==> src/rtl/bmt_pkg.sv <==
// Shared types and constants for the breakpoint match table.
// Holds operation and status codes, field widths and the request token type.
// No dependencies.
`timescale 1ns / 1ps
`default_nettype none

package bmt_pkg;

  localparam int OP_W     = 2;
  localparam int ADDR_W   = 16;
  localparam int KIND_W   = 2;
  localparam int SLOT_W   = 4;
  localparam int STATUS_W = 2;
  localparam int COUNT_W  = 5;

  localparam logic [OP_W-1:0] OP_ADD    = 2'd0;
  localparam logic [OP_W-1:0] OP_REMOVE = 2'd1;
  localparam logic [OP_W-1:0] OP_ENABLE = 2'd2;
  localparam logic [OP_W-1:0] OP_CHECK  = 2'd3;

  localparam logic [STATUS_W-1:0] ST_OK     = 2'd0;
  localparam logic [STATUS_W-1:0] ST_FULL   = 2'd1;
  localparam logic [STATUS_W-1:0] ST_UNUSED = 2'd2;

  // Request token as it walks down the chain of slot cells.
  typedef struct packed {
    logic                valid;
    logic [OP_W-1:0]     op;
    logic [ADDR_W-1:0]   address;
    logic [KIND_W-1:0]   kind;
    logic [SLOT_W-1:0]   slot_index;
    logic                enable_value;
    logic                done;
    logic [STATUS_W-1:0] status;
    logic [SLOT_W-1:0]   slot_taken;
    logic                hit;
    logic                count_up;
    logic                count_down;
  } bmt_req_t;

endpackage

`default_nettype wire

==> src/rtl/bmt_cell.sv <==
// One breakpoint slot of the match table, with its stage of the request chain.
// Depends on bmt_pkg for the request token and the operation codes.
`timescale 1ns / 1ps
`default_nettype none

module bmt_cell #(
  parameter int CELL_INDEX = 0
) (
  input  wire logic              clk,
  input  wire logic              rst,
  input  wire logic              adv,
  input  wire bmt_pkg::bmt_req_t req_in,
  output bmt_pkg::bmt_req_t      req_out
);
  import bmt_pkg::*;

  logic              used;
  logic              enabled;
  logic [ADDR_W-1:0] address;
  logic [KIND_W-1:0] kind;

  logic              used_next;
  logic              enabled_next;
  logic              write_entry;
  logic              slot_match;
  logic              hit_here;
  bmt_req_t          req_next;

  assign slot_match = (32'(req_in.slot_index) == CELL_INDEX);
  assign hit_here   = used && enabled && (address == req_in.address) &&
                      (kind == req_in.kind);

  always_comb begin
    req_next     = req_in;
    used_next    = used;
    enabled_next = enabled;
    write_entry  = 1'b0;
    if (req_in.valid) begin
      case (req_in.op)
        OP_ADD: begin
          if (!req_in.done && !used) begin
            req_next.done       = 1'b1;
            req_next.status     = ST_OK;
            req_next.slot_taken = SLOT_W'(CELL_INDEX);
            req_next.count_up   = 1'b1;
            used_next           = 1'b1;
            enabled_next        = 1'b1;
            write_entry         = 1'b1;
          end
        end
        OP_REMOVE: begin
          if (slot_match && used) begin
            req_next.status     = ST_OK;
            req_next.count_down = 1'b1;
            used_next           = 1'b0;
            enabled_next        = 1'b0;
          end
        end
        OP_ENABLE: begin
          if (slot_match && used) begin
            req_next.status = ST_OK;
            enabled_next    = req_in.enable_value;
          end
        end
        default: begin
          if (hit_here) begin
            req_next.hit = 1'b1;
          end
        end
      endcase
    end
  end

  always_ff @(posedge clk) begin
    if (rst) begin
      used          <= 1'b0;
      enabled       <= 1'b0;
      req_out.valid <= 1'b0;
    end else if (adv) begin
      used    <= used_next;
      enabled <= enabled_next;
      req_out <= req_next;
    end
  end

  // Entry contents only matter while the slot is used, so they need no reset.
  always_ff @(posedge clk) begin
    if (adv && write_entry) begin
      address <= req_in.address;
      kind    <= req_in.kind;
    end
  end

endmodule

`default_nettype wire

==> src/rtl/breakpoint_match_table.sv <==
// Breakpoint match table: top level with the chain of slot cells and result stage.
// Depends on bmt_pkg and bmt_cell.
//
// Usage: each request (add, remove, set enable or check) is offered on the
// req channel with req_valid/req_ready and yields exactly one result on the res
// channel with res_valid/res_ready. A request enters the first slot cell and
// moves one cell along the chain every cycle unless the chain holds; each cell
// applies the request to its own slot as it passes, so a request always sees
// the effect of every request accepted before it. An add claims the first free
// cell it meets, a check collects a hit from any used, enabled cell that
// matches address and kind. A request passes the register of every cell in the
// chain and then the result register before res_valid. Throughput is one
// request per cycle unless the receiver stalls; every cell is its own stage.
// When the receiver stalls (res_valid high, res_ready low) the whole chain holds
// and req_ready falls; nothing is lost and no cell changes its slot.
// Reset frees every slot, clears the used count and drops any request in flight.
// The used count is tracked at the end of the chain, in request order, and is
// reported after each operation.
`timescale 1ns / 1ps
`default_nettype none

module breakpoint_match_table #(
  parameter int NUM_SLOTS = 16
) (
  input  wire logic                            clk,
  input  wire logic                            rst,
  input  wire logic                            req_valid,
  output logic                                 req_ready,
  input  wire logic [bmt_pkg::OP_W-1:0]        op,
  input  wire logic [bmt_pkg::ADDR_W-1:0]      address,
  input  wire logic [bmt_pkg::KIND_W-1:0]      kind,
  input  wire logic [bmt_pkg::SLOT_W-1:0]      slot_index,
  input  wire logic                            enable_value,
  output logic                                 res_valid,
  input  wire logic                            res_ready,
  output logic [bmt_pkg::STATUS_W-1:0]         status,
  output logic [bmt_pkg::SLOT_W-1:0]           slot_taken,
  output logic                                 hit,
  output logic [bmt_pkg::COUNT_W-1:0]          used_count
);
  import bmt_pkg::*;

  localparam int USED_W = $clog2(NUM_SLOTS + 1);

  logic              adv;
  bmt_req_t          chain [0:NUM_SLOTS];
  bmt_req_t          head;
  bmt_req_t          tail;
  logic [USED_W-1:0] used_total;
  logic [USED_W-1:0] used_total_next;

  // The chain and the result register move together; they hold as one
  // whenever a result is waiting and the receiver is not taking it.
  assign adv       = !res_valid || res_ready;
  assign req_ready = adv;

  // Build the token for a new request. Its status starts as the answer given
  // when no cell acts on it: full for an add, unused slot for remove and
  // set enable, and ok for a check.
  always_comb begin
    head              = '0;
    head.valid        = req_valid;
    head.op           = op;
    head.address      = address;
    head.kind         = kind;
    head.slot_index   = slot_index;
    head.enable_value = enable_value;
    case (op)
      OP_ADD:    head.status = ST_FULL;
      OP_REMOVE: head.status = ST_UNUSED;
      OP_ENABLE: head.status = ST_UNUSED;
      default:   head.status = ST_OK;
    endcase
  end

  assign chain[0] = head;

  for (genvar i = 0; i < NUM_SLOTS; i++) begin : g_cell
    bmt_cell #(
      .CELL_INDEX (i)
    ) u_cell (
      .clk     (clk),
      .rst     (rst),
      .adv     (adv),
      .req_in  (chain[i]),
      .req_out (chain[i+1])
    );
  end

  assign tail = chain[NUM_SLOTS];

  // The used count is updated here at the end of the chain, so results carry
  // the count as it stands after their own operation.
  always_comb begin
    used_total_next = used_total;
    if (tail.valid) begin
      if (tail.count_up) begin
        used_total_next = used_total + USED_W'(1);
      end else if (tail.count_down) begin
        used_total_next = used_total - USED_W'(1);
      end
    end
  end

  always_ff @(posedge clk) begin
    if (rst) begin
      res_valid  <= 1'b0;
      used_total <= '0;
    end else if (adv) begin
      res_valid  <= tail.valid;
      used_total <= used_total_next;
    end
  end

  always_ff @(posedge clk) begin
    if (adv) begin
      status     <= tail.status;
      slot_taken <= tail.slot_taken;
      hit        <= tail.hit;
    end
  end

  assign used_count = COUNT_W'(used_total);

  // The count can never pass the number of slots.
  assert property (@(posedge clk) disable iff (rst)
    32'(used_total) <= NUM_SLOTS)
    else $error("used count exceeds the number of slots");

  // A full table is only reported when every slot is in use.
  assert property (@(posedge clk) disable iff (rst)
    res_valid && (status == ST_FULL) |-> 32'(used_total) == NUM_SLOTS)
    else $error("table full reported with a free slot");

  // A hit comes only from a check, which reports ok and no slot.
  assert property (@(posedge clk) disable iff (rst)
    res_valid && hit |-> (status == ST_OK) && (slot_taken == '0))
    else $error("hit reported with a non-check result");

  // No token may both claim a slot and free one.
  assert property (@(posedge clk) disable iff (rst)
    tail.valid |-> !(tail.count_up && tail.count_down))
    else $error("request both added and removed a slot");

endmodule

`default_nettype wire
==> config.mk <==
export PLATFORM = sky130hd
export DESIGN_NAME = breakpoint_match_table
export DESIGN_NICKNAME = d
export VERILOG_FILES = /design/src/rtl/bmt_pkg.sv /design/src/rtl/bmt_cell.sv /design/src/rtl/breakpoint_match_table.sv
export SDC_FILE = /design/constraint.sdc
export NUM_CORES = 1
export LEC_CHECK = 0
export BUFFER_PORTS_ARGS = -buffer_cell sky130_fd_sc_hd__clkbuf_2
export CORE_MARGIN = 2
export CORE_UTILIZATION = 60
export CTS_BUF_LIST = sky130_fd_sc_hd__clkbuf_8
export DETAILED_ROUTE_END_ITERATION = 12
export PLACE_DENSITY = 0.74
export RECOVER_POWER = 25
export SETUP_SLACK_MARGIN = 0.4
export SLEW_MARGIN = 20
export SYNTH_ARGS = -nofsm -noshare
export SYNTH_HDL_FRONTEND = slang
export SYNTH_HIERARCHICAL = 1
export SYNTH_SLANG_ARGS = --single-unit
export TNS_END_PERCENT = 1
==> constraint.sdc <==
create_clock -name clk -period 6.15 [get_ports clk]
set_clock_uncertainty 0.15 [all_clocks]
set_input_delay 0.9225 -clock clk [delete_from_list [all_inputs] [get_ports clk]]
set_output_delay 0.9225 -clock clk [all_outputs]
set_load 0.01 [all_outputs]
==> impl_metrics.json <==
{
  "netlist_area_um2": 33800,
  "h-tree-depth": 4,
  "clockBufferDepth": 3,
  "design_area_um2": 37700,
  "power_uw": 11800,
  "row_count": 87,
  "cp.required_ns": 5.08,
  "ctsResizeCount": 0,
  "routed_wl_mm": 51.4,
  "cap_violations": 0,
  "grt_pass1_vias": 16947,
  "clk_pin_slew_ns": 0.05,
  "clock-root-buffer": "clkbuf_8",
  "fin_nets": 2265,
  "viasPerCell": 5.32,
  "critPathMaxStageDelay_ns": 0.51,
  "drtIter0Drc": 676,
  "grt_max_degree": 45,
  "coreArea_um2": 56100,
  "postRouteAntennaNets": 0,
  "worst_pin_slew_ns": 0.947,
  "path_class": "flop to primary output",
  "power.density_nw_per_um2": 312,
  "pin_count": 43,
  "cp_cell_sequence": "nor2b_4, inv_2, clkbuf_2",
  "hp-class": "input pin to flop",
  "gp_congestion": 0.812,
  "p_leak_uw": 0.0128,
  "numCtsBuffers": 139,
  "r2r_setup_slack_ns": 3.35,
  "layout_commonest_cell": "edfxtp_1",
  "drc": 0,
  "nFillCells": 3703,
  "layout-drive-gt1-share": 0.131,
  "outcome": "completed",
  "grt_pass1_wl_mm": 83.1,
  "cts_tree": "built",
  "die_y_um": 241,
  "tns_ns": 0,
  "die_area_um2": 58300,
  "syn_area_per_cell_um2": 17.3,
  "fin_crit_ns": 3.08,
  "clk_latency_ns": 0.76,
  "vias": 16086,
  "fmax_ghz": 0.325,
  "slowest_stage": "inv_2",
  "arrival_ns": 2.00,
  "final_cell_mix": "edfxtp_1, xnor2_1, clkbuf_8",
  "hold_viol_final": 0,
  "start_util": 0.603,
  "slew_headroom": 0.367,
  "critPathTopFamily": "buffers and inverters",
  "cp_max_fo": 31,
  "drt-wirelength-per-cell_um": 17.0,
  "place_area_um2": 35200,
  "worst-path-buf-inv": 2,
  "synthesis.yosys.warnings": 6,
  "drt_first_pass_iters": 5,
  "grt_use_total": 0.185,
  "cts_setup_buffers": 0,
  "vdd_ir_drop_max_uv": 226,
  "post-route-period-util": 0.500,
  "crit_path_end_kind": "primary output",
  "portBuffers": 42,
  "syn_inst": 1958,
  "die_w_um": 241,
  "postCtsHoldBufs": 0,
  "antenna_found_initial": 1,
  "cp-start-kind": "flop",
  "synthToLayoutAreaGrowth_pct": 11.3,
  "setup_viol": 0,
  "clock-sinks": 883,
  "rsz0062_at_grt": "no",
  "grt_overflow": 0,
  "dp_hpwl_mm": 35.8,
  "finalMaxSlewViolations": 0
}
path summary, 6_finish.rpt:
kind                                  end  cells after the start                    startpoint
max                             req_ready                      3                     res_valid
min          g_cell[0].u_cell/req_out[12]                      1                 slot_index[1]
max reg2reg        g_cell[12].u_cell/used                      7                     res_valid
min reg2reg                 slot_taken[0]                      0  g_cell[15].u_cell/req_out[3]
layer usage:
metal  wire, µm  track usage  share of wire
met5          0            0              0
met4       1920        0.102          0.037
met3       1910       0.0392          0.037
met2      29200        0.355           0.57
met1      18400        0.183           0.36
power by group:
part	internal, µW	switching, µW	total [µW]
Sequential	6840	149	6990
Combinational	148	204	351
Clock	2290	2130	4420
Total	9280	2490	11800
metrics by stage:
stage	instances	hold WS (ns)	utilization	setup slack, ns
floorplan	1968	0.250	-	1.86
global placement	2782	0.252	0.628	2.76
detailed placement	2782	0.255	0.628	2.71
CTS	3025	0.139	0.672	3.01
global route	3026	0.212	0.672	2.95
finish	3026	0.251	0.672	3.07
area by class of cell:
| class | instances | area, µm² | area share |
|---|---|---|---|
| tap | 756 | 946 | 0.0251 |
| antenna | 1 | 2.50 | 0.0000664 |
| clock inverter | 100 | 532 | 0.0141 |
| multi-input combinational | 1005 | 7630 | 0.203 |
| inverter | 79 | 297 | 0.00787 |
| timing repair buffer | 59 | 307 | 0.00814 |
| sequential | 883 | 26000 | 0.690 |
| clock buffer | 143 | 1970 | 0.0523 |
state kept, by name, indices dropped and copies added (netlist names):
| register | cells |
|---|---|
| g_cell.u_cell/address | 256 |
| g_cell.u_cell/enabled | 16 |
| g_cell.u_cell/kind | 32 |
| g_cell.u_cell/req_out | 550 |
| g_cell.u_cell/used | 16 |
| hit | 1 |
| res_valid | 1 |
| slot_taken | 4 |
| status | 2 |
| used_count | 5 |
worst register-to-register path, cell delays in order (launching register included):
cell     delay (ns)
dfxtp_1        0.31
nor2b_4        0.14
inv_2          0.51
buf_4          0.57
buf_4          0.29
nand2_2        0.11
or4b_1         0.48
a21oi_1        0.18
(Power assumes the default switching activity.)
